`config.mk`:
```
export PLATFORM = sky130hd
export DESIGN_NAME = clenshaw_recurrence_sum_top_flat
export DESIGN_NICKNAME = d
export VERILOG_FILES = /design/src/design/clen_pkg.sv /design/src/design/clen_if.sv /design/src/design/clenshaw_recurrence_sum_top.sv /design/src/design/clen_ram.sv /design/src/design/clen_alu.sv /design/src/flat_wrapper.sv
export SDC_FILE = /design/constraint.sdc
export NUM_CORES = 2
export LEC_CHECK = 0
export ABC_CLOCK_PERIOD_IN_PS = 17500
export BUFFER_PORTS_ARGS = -buffer_cell sky130_fd_sc_hd__buf_4
export CAP_MARGIN = 5
export CORE_AREA = 4 4 392 394
export CTS_CLUSTER_DIAMETER = 120
export DETAILED_ROUTE_END_ITERATION = 8
export DIE_AREA = 0 0 396 398
export GPL_TIMING_DRIVEN = 0
export PLACE_DENSITY_LB_ADDON = 0.08
export REMOVE_ABC_BUFFERS = 1
export SKIP_CTS_REPAIR_TIMING = 1
export SLEW_MARGIN = 20
export SYNTH_ARGS = -nofsm -noshare
export SYNTH_HDL_FRONTEND = slang
export SYNTH_SLANG_ARGS = --single-unit
```
`constraint.sdc`:
```
create_clock -name clk -period 17.5 [get_ports clk]
set_clock_uncertainty 0.15 [all_clocks]
set_input_delay 1.75 -clock clk [delete_from_list [all_inputs] [get_ports clk]]
set_output_delay 1.75 -clock clk [all_outputs]
set_load 0.05 [all_outputs]
```
`src/design/clen_pkg.sv`:
```
package clen_pkg;

    // ALU operation codes
    typedef logic [1:0] alu_op_t;
    localparam alu_op_t OP_ADD = 2'd0;
    localparam alu_op_t OP_SUB = 2'd1;
    localparam alu_op_t OP_MUL = 2'd2;

    // Operand codes: named state and input words, then scratch temporaries
    typedef logic [4:0] opd_t;
    typedef logic [3:0] tidx_t;

    localparam int NUM_TEMPS = 9;

    localparam tidx_t TI_0 = 4'd0;
    localparam tidx_t TI_1 = 4'd1;
    localparam tidx_t TI_2 = 4'd2;
    localparam tidx_t TI_3 = 4'd3;
    localparam tidx_t TI_4 = 4'd4;
    localparam tidx_t TI_5 = 4'd5;
    localparam tidx_t TI_6 = 4'd6;
    localparam tidx_t TI_7 = 4'd7;
    localparam tidx_t TI_8 = 4'd8;

    localparam opd_t OPD_A_RE   = 5'd0;
    localparam opd_t OPD_A_IM   = 5'd1;
    localparam opd_t OPD_B_RE   = 5'd2;
    localparam opd_t OPD_B_IM   = 5'd3;
    localparam opd_t OPD_C_RE   = 5'd4;
    localparam opd_t OPD_C_IM   = 5'd5;
    localparam opd_t OPD_UN_RE  = 5'd6;
    localparam opd_t OPD_UN_IM  = 5'd7;
    localparam opd_t OPD_UN2_RE = 5'd8;
    localparam opd_t OPD_UN2_IM = 5'd9;
    localparam opd_t OPD_AN_RE  = 5'd10;
    localparam opd_t OPD_AN_IM  = 5'd11;
    localparam opd_t OPD_BN_RE  = 5'd12;
    localparam opd_t OPD_BN_IM  = 5'd13;
    localparam opd_t OPD_BN2_RE = 5'd14;
    localparam opd_t OPD_BN2_IM = 5'd15;
    localparam opd_t OPD_T0 = {1'b1, TI_0};
    localparam opd_t OPD_T1 = {1'b1, TI_1};
    localparam opd_t OPD_T2 = {1'b1, TI_2};
    localparam opd_t OPD_T3 = {1'b1, TI_3};
    localparam opd_t OPD_T4 = {1'b1, TI_4};
    localparam opd_t OPD_T5 = {1'b1, TI_5};
    localparam opd_t OPD_T6 = {1'b1, TI_6};
    localparam opd_t OPD_T7 = {1'b1, TI_7};
    localparam opd_t OPD_T8 = {1'b1, TI_8};

    typedef struct packed {
        alu_op_t op;
        opd_t    src_a;
        opd_t    src_b;
        tidx_t   dst;
        logic    last;
    } uop_t;

    typedef struct packed {
        logic    start;
        alu_op_t op;
    } alu_ctrl_t;

    typedef struct packed {
        logic done;
        logic sat;
    } alu_stat_t;

    localparam int PC_W = 6;
    localparam logic [PC_W-1:0] PROG_TERM  = 6'd0;
    localparam logic [PC_W-1:0] PROG_FINAL = 6'd16;

    function automatic uop_t mk(input alu_op_t op, input opd_t a, input opd_t b,
                                input tidx_t d, input logic last);
        uop_t u;
        u.op    = op;
        u.src_a = a;
        u.src_b = b;
        u.dst   = d;
        u.last  = last;
        return u;
    endfunction

    // Microprogram: inner term u = c + a_next*u_next + b_next2*u_next2,
    // final term S = P0*u0 + P1*u_next. Results end in T0/T1.
    function automatic uop_t uop_rom(input logic [PC_W-1:0] pc);
        uop_t u;
        case (pc)
            6'd0:  u = mk(OP_MUL, OPD_AN_RE,  OPD_UN_RE,  TI_0, 1'b0);
            6'd1:  u = mk(OP_MUL, OPD_AN_IM,  OPD_UN_IM,  TI_1, 1'b0);
            6'd2:  u = mk(OP_SUB, OPD_T0,     OPD_T1,     TI_0, 1'b0);
            6'd3:  u = mk(OP_MUL, OPD_AN_RE,  OPD_UN_IM,  TI_1, 1'b0);
            6'd4:  u = mk(OP_MUL, OPD_AN_IM,  OPD_UN_RE,  TI_2, 1'b0);
            6'd5:  u = mk(OP_ADD, OPD_T1,     OPD_T2,     TI_1, 1'b0);
            6'd6:  u = mk(OP_ADD, OPD_C_RE,   OPD_T0,     TI_0, 1'b0);
            6'd7:  u = mk(OP_ADD, OPD_C_IM,   OPD_T1,     TI_1, 1'b0);
            6'd8:  u = mk(OP_MUL, OPD_BN2_RE, OPD_UN2_RE, TI_2, 1'b0);
            6'd9:  u = mk(OP_MUL, OPD_BN2_IM, OPD_UN2_IM, TI_3, 1'b0);
            6'd10: u = mk(OP_SUB, OPD_T2,     OPD_T3,     TI_2, 1'b0);
            6'd11: u = mk(OP_MUL, OPD_BN2_RE, OPD_UN2_IM, TI_3, 1'b0);
            6'd12: u = mk(OP_MUL, OPD_BN2_IM, OPD_UN2_RE, TI_4, 1'b0);
            6'd13: u = mk(OP_ADD, OPD_T3,     OPD_T4,     TI_3, 1'b0);
            6'd14: u = mk(OP_ADD, OPD_T0,     OPD_T2,     TI_0, 1'b0);
            6'd15: u = mk(OP_ADD, OPD_T1,     OPD_T3,     TI_1, 1'b1);
            6'd16: u = mk(OP_ADD, OPD_A_RE,   OPD_B_RE,   TI_0, 1'b0);
            6'd17: u = mk(OP_ADD, OPD_A_IM,   OPD_B_IM,   TI_1, 1'b0);
            6'd18: u = mk(OP_MUL, OPD_AN_RE,  OPD_T0,     TI_2, 1'b0);
            6'd19: u = mk(OP_MUL, OPD_AN_IM,  OPD_T1,     TI_3, 1'b0);
            6'd20: u = mk(OP_SUB, OPD_T2,     OPD_T3,     TI_2, 1'b0);
            6'd21: u = mk(OP_MUL, OPD_AN_RE,  OPD_T1,     TI_3, 1'b0);
            6'd22: u = mk(OP_MUL, OPD_AN_IM,  OPD_T0,     TI_4, 1'b0);
            6'd23: u = mk(OP_ADD, OPD_T3,     OPD_T4,     TI_3, 1'b0);
            6'd24: u = mk(OP_ADD, OPD_T2,     OPD_BN_RE,  TI_2, 1'b0);
            6'd25: u = mk(OP_ADD, OPD_T3,     OPD_BN_IM,  TI_3, 1'b0);
            6'd26: u = mk(OP_MUL, OPD_BN2_RE, OPD_UN2_RE, TI_4, 1'b0);
            6'd27: u = mk(OP_MUL, OPD_BN2_IM, OPD_UN2_IM, TI_5, 1'b0);
            6'd28: u = mk(OP_SUB, OPD_T4,     OPD_T5,     TI_4, 1'b0);
            6'd29: u = mk(OP_MUL, OPD_BN2_RE, OPD_UN2_IM, TI_5, 1'b0);
            6'd30: u = mk(OP_MUL, OPD_BN2_IM, OPD_UN2_RE, TI_6, 1'b0);
            6'd31: u = mk(OP_ADD, OPD_T5,     OPD_T6,     TI_5, 1'b0);
            6'd32: u = mk(OP_ADD, OPD_C_RE,   OPD_T4,     TI_4, 1'b0);
            6'd33: u = mk(OP_ADD, OPD_C_IM,   OPD_T5,     TI_5, 1'b0);
            6'd34: u = mk(OP_MUL, OPD_T0,     OPD_T4,     TI_6, 1'b0);
            6'd35: u = mk(OP_MUL, OPD_T1,     OPD_T5,     TI_7, 1'b0);
            6'd36: u = mk(OP_SUB, OPD_T6,     OPD_T7,     TI_6, 1'b0);
            6'd37: u = mk(OP_MUL, OPD_T0,     OPD_T5,     TI_7, 1'b0);
            6'd38: u = mk(OP_MUL, OPD_T1,     OPD_T4,     TI_8, 1'b0);
            6'd39: u = mk(OP_ADD, OPD_T7,     OPD_T8,     TI_7, 1'b0);
            6'd40: u = mk(OP_MUL, OPD_T2,     OPD_UN_RE,  TI_0, 1'b0);
            6'd41: u = mk(OP_MUL, OPD_T3,     OPD_UN_IM,  TI_1, 1'b0);
            6'd42: u = mk(OP_SUB, OPD_T0,     OPD_T1,     TI_0, 1'b0);
            6'd43: u = mk(OP_MUL, OPD_T2,     OPD_UN_IM,  TI_1, 1'b0);
            6'd44: u = mk(OP_MUL, OPD_T3,     OPD_UN_RE,  TI_8, 1'b0);
            6'd45: u = mk(OP_ADD, OPD_T1,     OPD_T8,     TI_1, 1'b0);
            6'd46: u = mk(OP_ADD, OPD_T6,     OPD_T0,     TI_0, 1'b0);
            6'd47: u = mk(OP_ADD, OPD_T7,     OPD_T1,     TI_1, 1'b1);
            default: u = mk(OP_ADD, OPD_T0,   OPD_T1,     TI_0, 1'b1);
        endcase
        return u;
    endfunction

endpackage

```
`src/design/clen_if.sv`:
```
interface clen_term_if #(parameter int DATA_WIDTH = 32) ();
    logic                         valid;
    logic                         ready;
    logic signed [DATA_WIDTH-1:0] a_re;
    logic signed [DATA_WIDTH-1:0] a_im;
    logic signed [DATA_WIDTH-1:0] b_re;
    logic signed [DATA_WIDTH-1:0] b_im;
    logic signed [DATA_WIDTH-1:0] c_re;
    logic signed [DATA_WIDTH-1:0] c_im;
    logic                         last_term;

    modport source (output valid, a_re, a_im, b_re, b_im, c_re, c_im, last_term,
                    input ready);
    modport sink   (input valid, a_re, a_im, b_re, b_im, c_re, c_im, last_term,
                    output ready);
endinterface

interface clen_sum_if #(parameter int DATA_WIDTH = 32) ();
    logic                         valid;
    logic                         ready;
    logic signed [DATA_WIDTH-1:0] sum_re;
    logic signed [DATA_WIDTH-1:0] sum_im;
    logic                         overflow;

    modport source (output valid, sum_re, sum_im, overflow, input ready);
    modport sink   (input valid, sum_re, sum_im, overflow, output ready);
endinterface

```
`src/design/clenshaw_recurrence_sum_top.sv`:
```
// Clenshaw backward summation of a complex three-term recurrence, Q-format fixed point.
// Inner term: 8 multiplies and 8 adds or subtracts; ready stays low until the term is through.
// Final term: 16 multiplies and 16 adds or subtracts; the sum is then held in the output slot.
// Terms are processed one at a time on the one shared ALU, whose multiply takes four half-width passes.
// Reset (rst_n low, asynchronous) clears the recurrence state, the saturation flag,
// the sequencer and the output slot; scratch temporaries need no reset.
module clenshaw_recurrence_sum_top #(
    parameter int DATA_WIDTH = 32,
    parameter int FRAC_BITS  = 16
) (
    input logic        clk,
    input logic        rst_n,
    clen_term_if.sink  terms,
    clen_sum_if.source sums
);
    import clen_pkg::*;

    localparam int W = DATA_WIDTH;

    // Sequencer states
    localparam logic [2:0] S_IDLE  = 3'd0;  // wait for a term
    localparam logic [2:0] S_ISSUE = 3'd1;  // present temp read addresses
    localparam logic [2:0] S_FETCH = 3'd2;  // operands ready, start the ALU
    localparam logic [2:0] S_WAIT  = 3'd3;  // wait for the ALU, write back
    localparam logic [2:0] S_READ  = 3'd4;  // read the results from T0/T1
    localparam logic [2:0] S_DONE  = 3'd5;  // commit state or emit the sum

    logic [2:0]      state_reg, state_next;
    logic [PC_W-1:0] pc_reg, pc_next;
    uop_t            uop;

    // Latched term
    logic signed [W-1:0] a_re_reg, a_im_reg, b_re_reg, b_im_reg, c_re_reg, c_im_reg;
    logic                last_reg;

    // Recurrence state
    logic signed [W-1:0] un_re_reg, un_im_reg, un2_re_reg, un2_im_reg;
    logic signed [W-1:0] an_re_reg, an_im_reg, bn_re_reg, bn_im_reg;
    logic signed [W-1:0] bn2_re_reg, bn2_im_reg;
    logic                sat_seen_reg;

    // Output slot
    logic                out_valid_reg;
    logic signed [W-1:0] sum_re_reg, sum_im_reg;
    logic                ovf_reg;

    // Scratch temporaries and ALU hookup
    logic                ram_we;
    tidx_t               raddr_a, raddr_b;
    logic [W-1:0]        rdata_a, rdata_b;
    alu_ctrl_t           alu_ctrl;
    alu_stat_t           alu_stat;
    logic signed [W-1:0] alu_x, alu_y, alu_res;

    logic accept;
    logic load_out;
    logic commit;

    assign uop    = uop_rom(pc_reg);
    assign accept = terms.valid && terms.ready;

    assign terms.ready = (state_reg == S_IDLE);

    // Operand select: a named word by code, otherwise the temp read on this port
    function automatic logic signed [W-1:0] pick(input opd_t code, input logic [W-1:0] tmp);
        logic signed [W-1:0] v;
        case (code)
            OPD_A_RE:   v = a_re_reg;
            OPD_A_IM:   v = a_im_reg;
            OPD_B_RE:   v = b_re_reg;
            OPD_B_IM:   v = b_im_reg;
            OPD_C_RE:   v = c_re_reg;
            OPD_C_IM:   v = c_im_reg;
            OPD_UN_RE:  v = un_re_reg;
            OPD_UN_IM:  v = un_im_reg;
            OPD_UN2_RE: v = un2_re_reg;
            OPD_UN2_IM: v = un2_im_reg;
            OPD_AN_RE:  v = an_re_reg;
            OPD_AN_IM:  v = an_im_reg;
            OPD_BN_RE:  v = bn_re_reg;
            OPD_BN_IM:  v = bn_im_reg;
            OPD_BN2_RE: v = bn2_re_reg;
            OPD_BN2_IM: v = bn2_im_reg;
            default:    v = $signed(tmp);
        endcase
        return v;
    endfunction

    assign alu_x = pick(uop.src_a, rdata_a);
    assign alu_y = pick(uop.src_b, rdata_b);

    assign alu_ctrl.start = (state_reg == S_FETCH);
    assign alu_ctrl.op    = uop.op;

    // Outside of issue, keep the read ports on T0/T1 so the results stay put
    assign raddr_a = (state_reg == S_ISSUE) ? uop.src_a[3:0] : TI_0;
    assign raddr_b = (state_reg == S_ISSUE) ? uop.src_b[3:0] : TI_1;

    assign ram_we = (state_reg == S_WAIT) && alu_stat.done;

    // Final term waits for a free output slot; an inner term commits at once
    assign load_out = (state_reg == S_DONE) && last_reg && (!out_valid_reg || sums.ready);
    assign commit   = (state_reg == S_DONE) && !last_reg;

    always_comb
    begin
        state_next = state_reg;
        pc_next    = pc_reg;
        case (state_reg)
            S_IDLE:
            begin
                if (accept)
                begin
                    pc_next    = terms.last_term ? PROG_FINAL : PROG_TERM;
                    state_next = S_ISSUE;
                end
            end
            S_ISSUE:
            begin
                state_next = S_FETCH;
            end
            S_FETCH:
            begin
                state_next = S_WAIT;
            end
            S_WAIT:
            begin
                if (alu_stat.done)
                begin
                    if (uop.last)
                    begin
                        state_next = S_READ;
                    end
                    else
                    begin
                        pc_next    = pc_reg + PC_W'(1);
                        state_next = S_ISSUE;
                    end
                end
            end
            S_READ:
            begin
                state_next = S_DONE;
            end
            S_DONE:
            begin
                if (commit || load_out)
                begin
                    state_next = S_IDLE;
                end
            end
            default:
            begin
                state_next = S_IDLE;
            end
        endcase
    end

    always_ff @(posedge clk or negedge rst_n)
    begin
        if (!rst_n)
        begin
            state_reg     <= S_IDLE;
            pc_reg        <= PROG_TERM;
            out_valid_reg <= 1'b0;
            sat_seen_reg  <= 1'b0;
            un_re_reg     <= '0;
            un_im_reg     <= '0;
            un2_re_reg    <= '0;
            un2_im_reg    <= '0;
            an_re_reg     <= '0;
            an_im_reg     <= '0;
            bn_re_reg     <= '0;
            bn_im_reg     <= '0;
            bn2_re_reg    <= '0;
            bn2_im_reg    <= '0;
        end
        else
        begin
            state_reg <= state_next;
            pc_reg    <= pc_next;

            // Drop the held sum once taken; a new one may replace it in the same cycle
            if (load_out)
            begin
                out_valid_reg <= 1'b1;
            end
            else if (sums.ready)
            begin
                out_valid_reg <= 1'b0;
            end

            if (ram_we && alu_stat.sat)
            begin
                sat_seen_reg <= 1'b1;
            end

            if (commit)
            begin
                // Advance the recurrence by one index
                un2_re_reg <= un_re_reg;
                un2_im_reg <= un_im_reg;
                un_re_reg  <= $signed(rdata_a);
                un_im_reg  <= $signed(rdata_b);
                bn2_re_reg <= bn_re_reg;
                bn2_im_reg <= bn_im_reg;
                bn_re_reg  <= b_re_reg;
                bn_im_reg  <= b_im_reg;
                an_re_reg  <= a_re_reg;
                an_im_reg  <= a_im_reg;
            end
            else if (load_out)
            begin
                // Sum emitted: clear the recurrence state and the saturation flag for the next one
                sat_seen_reg <= 1'b0;
                un_re_reg    <= '0;
                un_im_reg    <= '0;
                un2_re_reg   <= '0;
                un2_im_reg   <= '0;
                an_re_reg    <= '0;
                an_im_reg    <= '0;
                bn_re_reg    <= '0;
                bn_im_reg    <= '0;
                bn2_re_reg   <= '0;
                bn2_im_reg   <= '0;
            end
        end
    end

    always_ff @(posedge clk)
    begin
        if (accept)
        begin
            a_re_reg <= terms.a_re;
            a_im_reg <= terms.a_im;
            b_re_reg <= terms.b_re;
            b_im_reg <= terms.b_im;
            c_re_reg <= terms.c_re;
            c_im_reg <= terms.c_im;
            last_reg <= terms.last_term;
        end
        if (load_out)
        begin
            sum_re_reg <= $signed(rdata_a);
            sum_im_reg <= $signed(rdata_b);
            ovf_reg    <= sat_seen_reg;
        end
    end

    assign sums.valid    = out_valid_reg;
    assign sums.sum_re   = sum_re_reg;
    assign sums.sum_im   = sum_im_reg;
    assign sums.overflow = ovf_reg;

    clen_ram #(
        .WIDTH (W),
        .DEPTH (NUM_TEMPS)
    ) u_temps (
        .clk     (clk),
        .we      (ram_we),
        .waddr   (uop.dst),
        .wdata   (alu_res),
        .raddr_a (raddr_a),
        .raddr_b (raddr_b),
        .rdata_a (rdata_a),
        .rdata_b (rdata_b)
    );

    clen_alu #(
        .DATA_WIDTH (W),
        .FRAC_BITS  (FRAC_BITS)
    ) u_alu (
        .clk   (clk),
        .rst_n (rst_n),
        .ctrl  (alu_ctrl),
        .x     (alu_x),
        .y     (alu_y),
        .stat  (alu_stat),
        .res   (alu_res)
    );

endmodule

```
`src/design/clen_ram.sv`:
```
module clen_ram #(
    parameter int WIDTH = 32,
    parameter int DEPTH = 16
) (
    input  logic                                       clk,
    input  logic                                       we,
    input  logic [((DEPTH > 1) ? $clog2(DEPTH) : 1)-1:0] waddr,
    input  logic [WIDTH-1:0]                           wdata,
    input  logic [((DEPTH > 1) ? $clog2(DEPTH) : 1)-1:0] raddr_a,
    input  logic [((DEPTH > 1) ? $clog2(DEPTH) : 1)-1:0] raddr_b,
    output logic [WIDTH-1:0]                           rdata_a,
    output logic [WIDTH-1:0]                           rdata_b
);

    logic [WIDTH-1:0] mem [DEPTH];
    logic [WIDTH-1:0] rdata_a_reg;
    logic [WIDTH-1:0] rdata_b_reg;

    always_ff @(posedge clk)
    begin
        if (we)
        begin
            mem[waddr] <= wdata;
        end
        rdata_a_reg <= mem[raddr_a];
        rdata_b_reg <= mem[raddr_b];
    end

    assign rdata_a = rdata_a_reg;
    assign rdata_b = rdata_b_reg;

endmodule

```
`src/design/clen_alu.sv`:
```
module clen_alu #(
    parameter int DATA_WIDTH = 32,
    parameter int FRAC_BITS  = 16
) (
    input  logic                         clk,
    input  logic                         rst_n,
    input  clen_pkg::alu_ctrl_t          ctrl,
    input  logic signed [DATA_WIDTH-1:0] x,
    input  logic signed [DATA_WIDTH-1:0] y,
    output clen_pkg::alu_stat_t          stat,
    output logic signed [DATA_WIDTH-1:0] res
);
    import clen_pkg::*;

    localparam int W  = DATA_WIDTH;
    localparam int H  = (DATA_WIDTH + 1) / 2;
    localparam int MW = 2 * H;
    localparam int AW = 4 * H;
    localparam int PW = AW + 1;

    localparam logic [1:0] AS_IDLE = 2'd0;
    localparam logic [1:0] AS_MUL  = 2'd1;
    localparam logic [1:0] AS_NEG  = 2'd2;
    localparam logic [1:0] AS_SAT  = 2'd3;

    localparam logic signed [W-1:0] VMAX = {1'b0, {(W-1){1'b1}}};
    localparam logic signed [W-1:0] VMIN = {1'b1, {(W-1){1'b0}}};

    logic [1:0]           state_reg, state_next;
    logic [1:0]           pcnt_reg, pcnt_next;
    logic                 done_reg, done_next;
    logic                 sat_reg, sat_next;
    logic signed [W-1:0]  res_reg, res_next;
    logic [MW-1:0]        ma_reg, ma_next;
    logic [MW-1:0]        mb_reg, mb_next;
    logic                 neg_reg, neg_next;
    logic [AW-1:0]        acc_reg, acc_next;
    logic signed [PW-1:0] val_reg, val_next;

    logic [H-1:0]         a_half, b_half;
    logic [MW-1:0]        pp;
    logic [AW-1:0]        pp_ext;
    logic signed [W:0]    sum;
    logic signed [PW-1:0] shifted;
    logic                 fits;

    function automatic logic [W-1:0] mag(input logic signed [W-1:0] v);
        return v[W-1] ? W'(~v + 1'b1) : W'(v);
    endfunction

    // one half-width partial product per cycle
    assign a_half = pcnt_reg[1] ? ma_reg[MW-1:H] : ma_reg[H-1:0];
    assign b_half = pcnt_reg[0] ? mb_reg[MW-1:H] : mb_reg[H-1:0];
    assign pp     = a_half * b_half;

    always_comb
    begin
        case (pcnt_reg)
            2'd0:    pp_ext = AW'(pp);
            2'd3:    pp_ext = AW'(pp) << (2 * H);
            default: pp_ext = AW'(pp) << H;
        endcase
    end

    assign sum = (ctrl.op == OP_SUB) ? ({x[W-1], x} - {y[W-1], y})
                                     : ({x[W-1], x} + {y[W-1], y});

    assign shifted = val_reg >>> FRAC_BITS;
    assign fits    = (&shifted[PW-1:W-1]) | ~(|shifted[PW-1:W-1]);

    always_comb
    begin
        state_next = state_reg;
        pcnt_next  = pcnt_reg;
        done_next  = 1'b0;
        sat_next   = sat_reg;
        res_next   = res_reg;
        ma_next    = ma_reg;
        mb_next    = mb_reg;
        neg_next   = neg_reg;
        acc_next   = acc_reg;
        val_next   = val_reg;
        case (state_reg)
            AS_IDLE:
            begin
                if (ctrl.start)
                begin
                    if (ctrl.op == OP_MUL)
                    begin
                        ma_next    = MW'(mag(x));
                        mb_next    = MW'(mag(y));
                        neg_next   = x[W-1] ^ y[W-1];
                        acc_next   = '0;
                        pcnt_next  = 2'd0;
                        state_next = AS_MUL;
                    end
                    else
                    begin
                        done_next = 1'b1;
                        if (sum[W] != sum[W-1])
                        begin
                            sat_next = 1'b1;
                            res_next = sum[W] ? VMIN : VMAX;
                        end
                        else
                        begin
                            sat_next = 1'b0;
                            res_next = sum[W-1:0];
                        end
                    end
                end
            end
            AS_MUL:
            begin
                acc_next  = acc_reg + pp_ext;
                pcnt_next = pcnt_reg + 2'd1;
                if (pcnt_reg == 2'd3)
                begin
                    state_next = AS_NEG;
                end
            end
            AS_NEG:
            begin
                val_next   = neg_reg ? -$signed({1'b0, acc_reg}) : $signed({1'b0, acc_reg});
                state_next = AS_SAT;
            end
            AS_SAT:
            begin
                done_next  = 1'b1;
                sat_next   = ~fits;
                res_next   = fits ? shifted[W-1:0] : (shifted[PW-1] ? VMIN : VMAX);
                state_next = AS_IDLE;
            end
            default:
            begin
                state_next = AS_IDLE;
            end
        endcase
    end

    always_ff @(posedge clk or negedge rst_n)
    begin
        if (!rst_n)
        begin
            state_reg <= AS_IDLE;
            pcnt_reg  <= 2'd0;
            done_reg  <= 1'b0;
            sat_reg   <= 1'b0;
        end
        else
        begin
            state_reg <= state_next;
            pcnt_reg  <= pcnt_next;
            done_reg  <= done_next;
            sat_reg   <= sat_next;
        end
    end

    always_ff @(posedge clk)
    begin
        res_reg <= res_next;
        ma_reg  <= ma_next;
        mb_reg  <= mb_next;
        neg_reg <= neg_next;
        acc_reg <= acc_next;
        val_reg <= val_next;
    end

    assign stat.done = done_reg;
    assign stat.sat  = sat_reg;
    assign res       = res_reg;

endmodule

```
`src/flat_wrapper.sv`:
```
// flat-port wrapper written by rule: the top's interface ports become plain ports
module clenshaw_recurrence_sum_top_flat import clen_pkg::*;
#(
    parameter int DATA_WIDTH = 32,
    parameter int FRAC_BITS  = 16
)
  (clk, rst_n, terms_valid, terms_a_re, terms_a_im, terms_b_re, terms_b_im, terms_c_re, terms_c_im, terms_last_term, terms_ready, sums_valid, sums_sum_re, sums_sum_im, sums_overflow, sums_ready);
  clen_term_if #(.DATA_WIDTH(DATA_WIDTH)) terms_i ();
  clen_sum_if #(.DATA_WIDTH(DATA_WIDTH)) sums_i ();
  input logic clk;
  input logic rst_n;
  input wire logic [$bits(terms_i.valid)-1:0] terms_valid;
  input wire logic [$bits(terms_i.a_re)-1:0] terms_a_re;
  input wire logic [$bits(terms_i.a_im)-1:0] terms_a_im;
  input wire logic [$bits(terms_i.b_re)-1:0] terms_b_re;
  input wire logic [$bits(terms_i.b_im)-1:0] terms_b_im;
  input wire logic [$bits(terms_i.c_re)-1:0] terms_c_re;
  input wire logic [$bits(terms_i.c_im)-1:0] terms_c_im;
  input wire logic [$bits(terms_i.last_term)-1:0] terms_last_term;
  output wire logic [$bits(terms_i.ready)-1:0] terms_ready;
  output wire logic [$bits(sums_i.valid)-1:0] sums_valid;
  output wire logic [$bits(sums_i.sum_re)-1:0] sums_sum_re;
  output wire logic [$bits(sums_i.sum_im)-1:0] sums_sum_im;
  output wire logic [$bits(sums_i.overflow)-1:0] sums_overflow;
  input wire logic [$bits(sums_i.ready)-1:0] sums_ready;
  assign terms_i.valid = terms_valid;
  assign terms_i.a_re = terms_a_re;
  assign terms_i.a_im = terms_a_im;
  assign terms_i.b_re = terms_b_re;
  assign terms_i.b_im = terms_b_im;
  assign terms_i.c_re = terms_c_re;
  assign terms_i.c_im = terms_c_im;
  assign terms_i.last_term = terms_last_term;
  assign terms_ready = terms_i.ready;
  assign sums_valid = sums_i.valid;
  assign sums_sum_re = sums_i.sum_re;
  assign sums_sum_im = sums_i.sum_im;
  assign sums_overflow = sums_i.overflow;
  assign sums_i.ready = sums_ready;
  clenshaw_recurrence_sum_top #(.DATA_WIDTH(DATA_WIDTH), .FRAC_BITS(FRAC_BITS)) u_core (.clk(clk), .rst_n(rst_n), .terms(terms_i), .sums(sums_i));
endmodule
```
==> impl_summary.txt <==
----------------------------------------------------
[Outcome]
  Outcome ... completed

[Yosys]
  Post-synthesis cell area ... about 0.067 mm²
  Proportion of register bits with asynchronous set or reset after synthesis ... 29.13%
  Total of flip-flops plus latches after synthesis ... approximately 1200
  Cell type with the highest aggregate area in the netlist ... edfxtp_1
  Top post-synthesis cells by area ... edfxtp_1 (34%), dfrtp_1 (13%), nand2_1 (8.5%)
  Gate count of the mapped netlist ... 6861
  Top cell type's share of synthesized area ... 33.82%
  Count of distinct cell types in the synthesized netlist ... 87
  Most used standard cells in the synthesized netlist ... nand2_1 (1523), edfxtp_1 (756), o21ai_0 (474)
  Sequential fraction of the synthesis area ... between 40% and 50%
  Cell with the most instances after synthesis ... nand2_1
  Number of synthesized flops with an enable pin ... ~760
  Yosys synthesis warning count ... 0
  Most used flip-flop cell after synthesis ... edfxtp_1
  Mean instance size in the synthesized netlist ... roughly 9.8 µm²

[Route]
  Remaining routing DRC violations ... 0
  First drt pass iteration count ... 8
  Highest metal layer with signal wires ... met5
  Routed length on met1 ... 106.3 mm
  Violation count after the first detailed-routing iteration ... approximately 7200
  Count of vias placed by the detailed router ... between 50000 and 60000
  Final Routed Wirelength ... between 200 and 300 mm
  Met2 Routed Length ... 108.7 mm
  Met3 wire length ... 29.43 mm
  Via density per instance ... between 6 and 7
  Wire length per cell after detailed routing ... between 20 and 30 µm
  DRT antenna net count ... 0

[Worst setup path]
  Max incr delay on CP ... 1.03 ns
  Kind of start point of the critical path ... flip-flop
  Required arrival time at the worst endpoint ... roughly 18 ns
  Most common cell type on the critical path ... fa_1
  Cell with the largest stage delay on the worst path ... mux2i_1
  Setup Crit Path Kind ... reg2reg
  Arr. time, crit path ... approximately 14 ns
  Critical path capture point type ... flip-flop
  CP max FO ... 34

[Placement]
  HPWL reported at the end of detailed placement ... ~190 mm
  Count of buffers from port buffering ... roughly 260
  Instance area at placement ... 0.07415 mm²
  RePlAce Congestion ... about 0.96
  Pre-CTS setup slack ... 4.339 ns

[Timing]
  Slew margin rel. ... ~14%
  Time the worst path needs with I/O delays and setup ... around 13 ns
  Max Clock Freq ... 74.34 MHz
  Fin worst setup slack ... 4.049 ns
  RSZ-0062 raised after global routing ... false
  Fraction of the cycle the final worst path needs ... between 70% and 80%
  Worst hold-check slack ... around 0.32 ns
  Endpoints failing setup ... 0
  Pins over their slew limit ... 0
  Number of hold violations in the final report ... 0
  Slew of the pin with the lowest slew margin ... 1.282 ns

[Final layout]
  Fin area ... between 0.07 and 0.08 mm²
  Largest register FFs ... about 290
  Number of nets in the layout ... ~7700
  Share of cells above drive strength 1 ... about an eighth
  Area Growth Syn to Fin ... 17.30%

[CTS]
  Root buf cell ... clkbuf_16
  Clock buffers created by TritonCTS ... 135
  Max H-tree Level ... 4
  Clock latency of the later-clocked register in the worst-skew pair ... 0.81 ns
  Clock tree sinks ... between 1000 and 1500
  Bufs on Longest Clock Path ... 3
  Clock-pin slew of the registers on the worst-case setup and hold paths ... approximately 0.06 ns
  CTS tree ... yes

[Floorplan]
  FP Rows ... 142
  Starting density of the core ... roughly 45%
  X dimension of the die ... a little under 400 µm
  Total Die Area ... approximately 0.16 mm²
  Die outline height ... between 300 and 400 µm
  Number of top-level pins ... 264
  Standard cell core area ... between 0.1 and 0.15 mm²

[Global routing]
  Global-route wire length before repair ... approximately 370 mm
  Overall track demand over capacity in global routing ... a little under a third
  Antenna violations before repair ... 15
  Overflow left after global routing ... 0
  Via count of the first global-routing pass ... between 50000 and 60000
  Maximum number of pins on one net before global-route repair ... 88

[Job]
  Max_cap viols ... 0

[Min path]
  Worst hold path type ... reg2reg

----------------------------------------------------
-- placed cells by master, fill, tap and decap left out, types with 56 or more instances in the layout --
cell       count
ha_1         214
o21ai_0      469
a211oi_1      77
nor2_1       388
mux2i_1      169
inv_1        299
dfrtp_1      334
nand3_1      231
and3_1       117
nor3_1        56
a21oi_1      300
edfxtp_1     756
fa_1         196
dfxtp_1       64
xnor2_1      160
clkbuf_16    136
a22o_1        57
a22oi_1       56
a31oi_1      109
buf_16        64
xor2_1        75
nand2_1     1514
buf_4        330
a21o_1        73
-- logic make-up (layout without fill, tap and decap cells) --
kind of cell	count (synthesis)	count (layout)	synth area share, %
other	0	4	0
muxes	231	231	3.677
and+or+nand+nor	2632	2632	16.94
buffers and inverters	701	1021	3.948
xor gates and xnor gates	236	236	3.100
DFF	1157	1157	48.29
adders and majority gates	412	412	9.871
AOI/OAI and AO/OA	1492	1492	14.17
-- critical path: cells and delay by family (launching register included) --
family | cells | cell delay [ns]
AOI/OAI and AO/OA | 16 | 4.75
adders and majority gates | 8 | 4.09
and+or+nand+nor | 7 | 1.39
muxes | 1 | 1.03
DFF | 1 | 0.94
xor gates and xnor gates | 2 | 0.57
buffers and inverters | 4 | 0.25
-- per-layer routing --
metal  global-route usage (%)  vias up
met5                        0        -
met4                    14.02        4
met3                    9.134      560
met2                    46.85     3146
met1                    44.17    27730
li1                         -    24760
-- per-stage QoR --
step	instances	TNS, ns	utilization, %
floorplan	6464	0	-
global placement	8743	-4020.06	46.81
detailed placement	8946	0	49.51
CTS	9196	0	52.56
global route	9197	0	52.57
finish	9201	0	52.57
-- area by class of cell --
class,instances,area [µm²]
Inverter,304,1146
Tap cell,2016,2522
Timing Repair Buffer,467,5346
Sequential cell,1157,32420
Fill cell,13440,71040
Antenna cell,4,10.01
Multi-Input combinational cell,5003,32730
Clock buffer,188,3799
Clock inverter,62,769.5
-- worst paths after layout --
check	startpoint	endpoint	slack (ns)	cells after the start
setup / recovery	u_core.u_alu.pcnt_reg[1]	u_core.u_alu.acc_reg[63]	4.05	38
hold / removal	u_core.u_temps.mem[8][8]	u_core.u_temps.rdata_a[8]	0.32	2
setup reg to reg	u_core.u_alu.pcnt_reg[1]	u_core.u_alu.acc_reg[63]	4.05	38
hold reg to reg	u_core.u_temps.mem[8][8]	u_core.u_temps.rdata_a[8]	0.32	2
max in group asynchronous	rst_n	u_core.bn_re_reg[24]	15.59	2
min in group asynchronous	rst_n	u_core.an_im_reg[9]	0.71	1
Power is not shown: default switching activity piles up to over one toggle a cycle in this logic, so the estimate is an artifact.
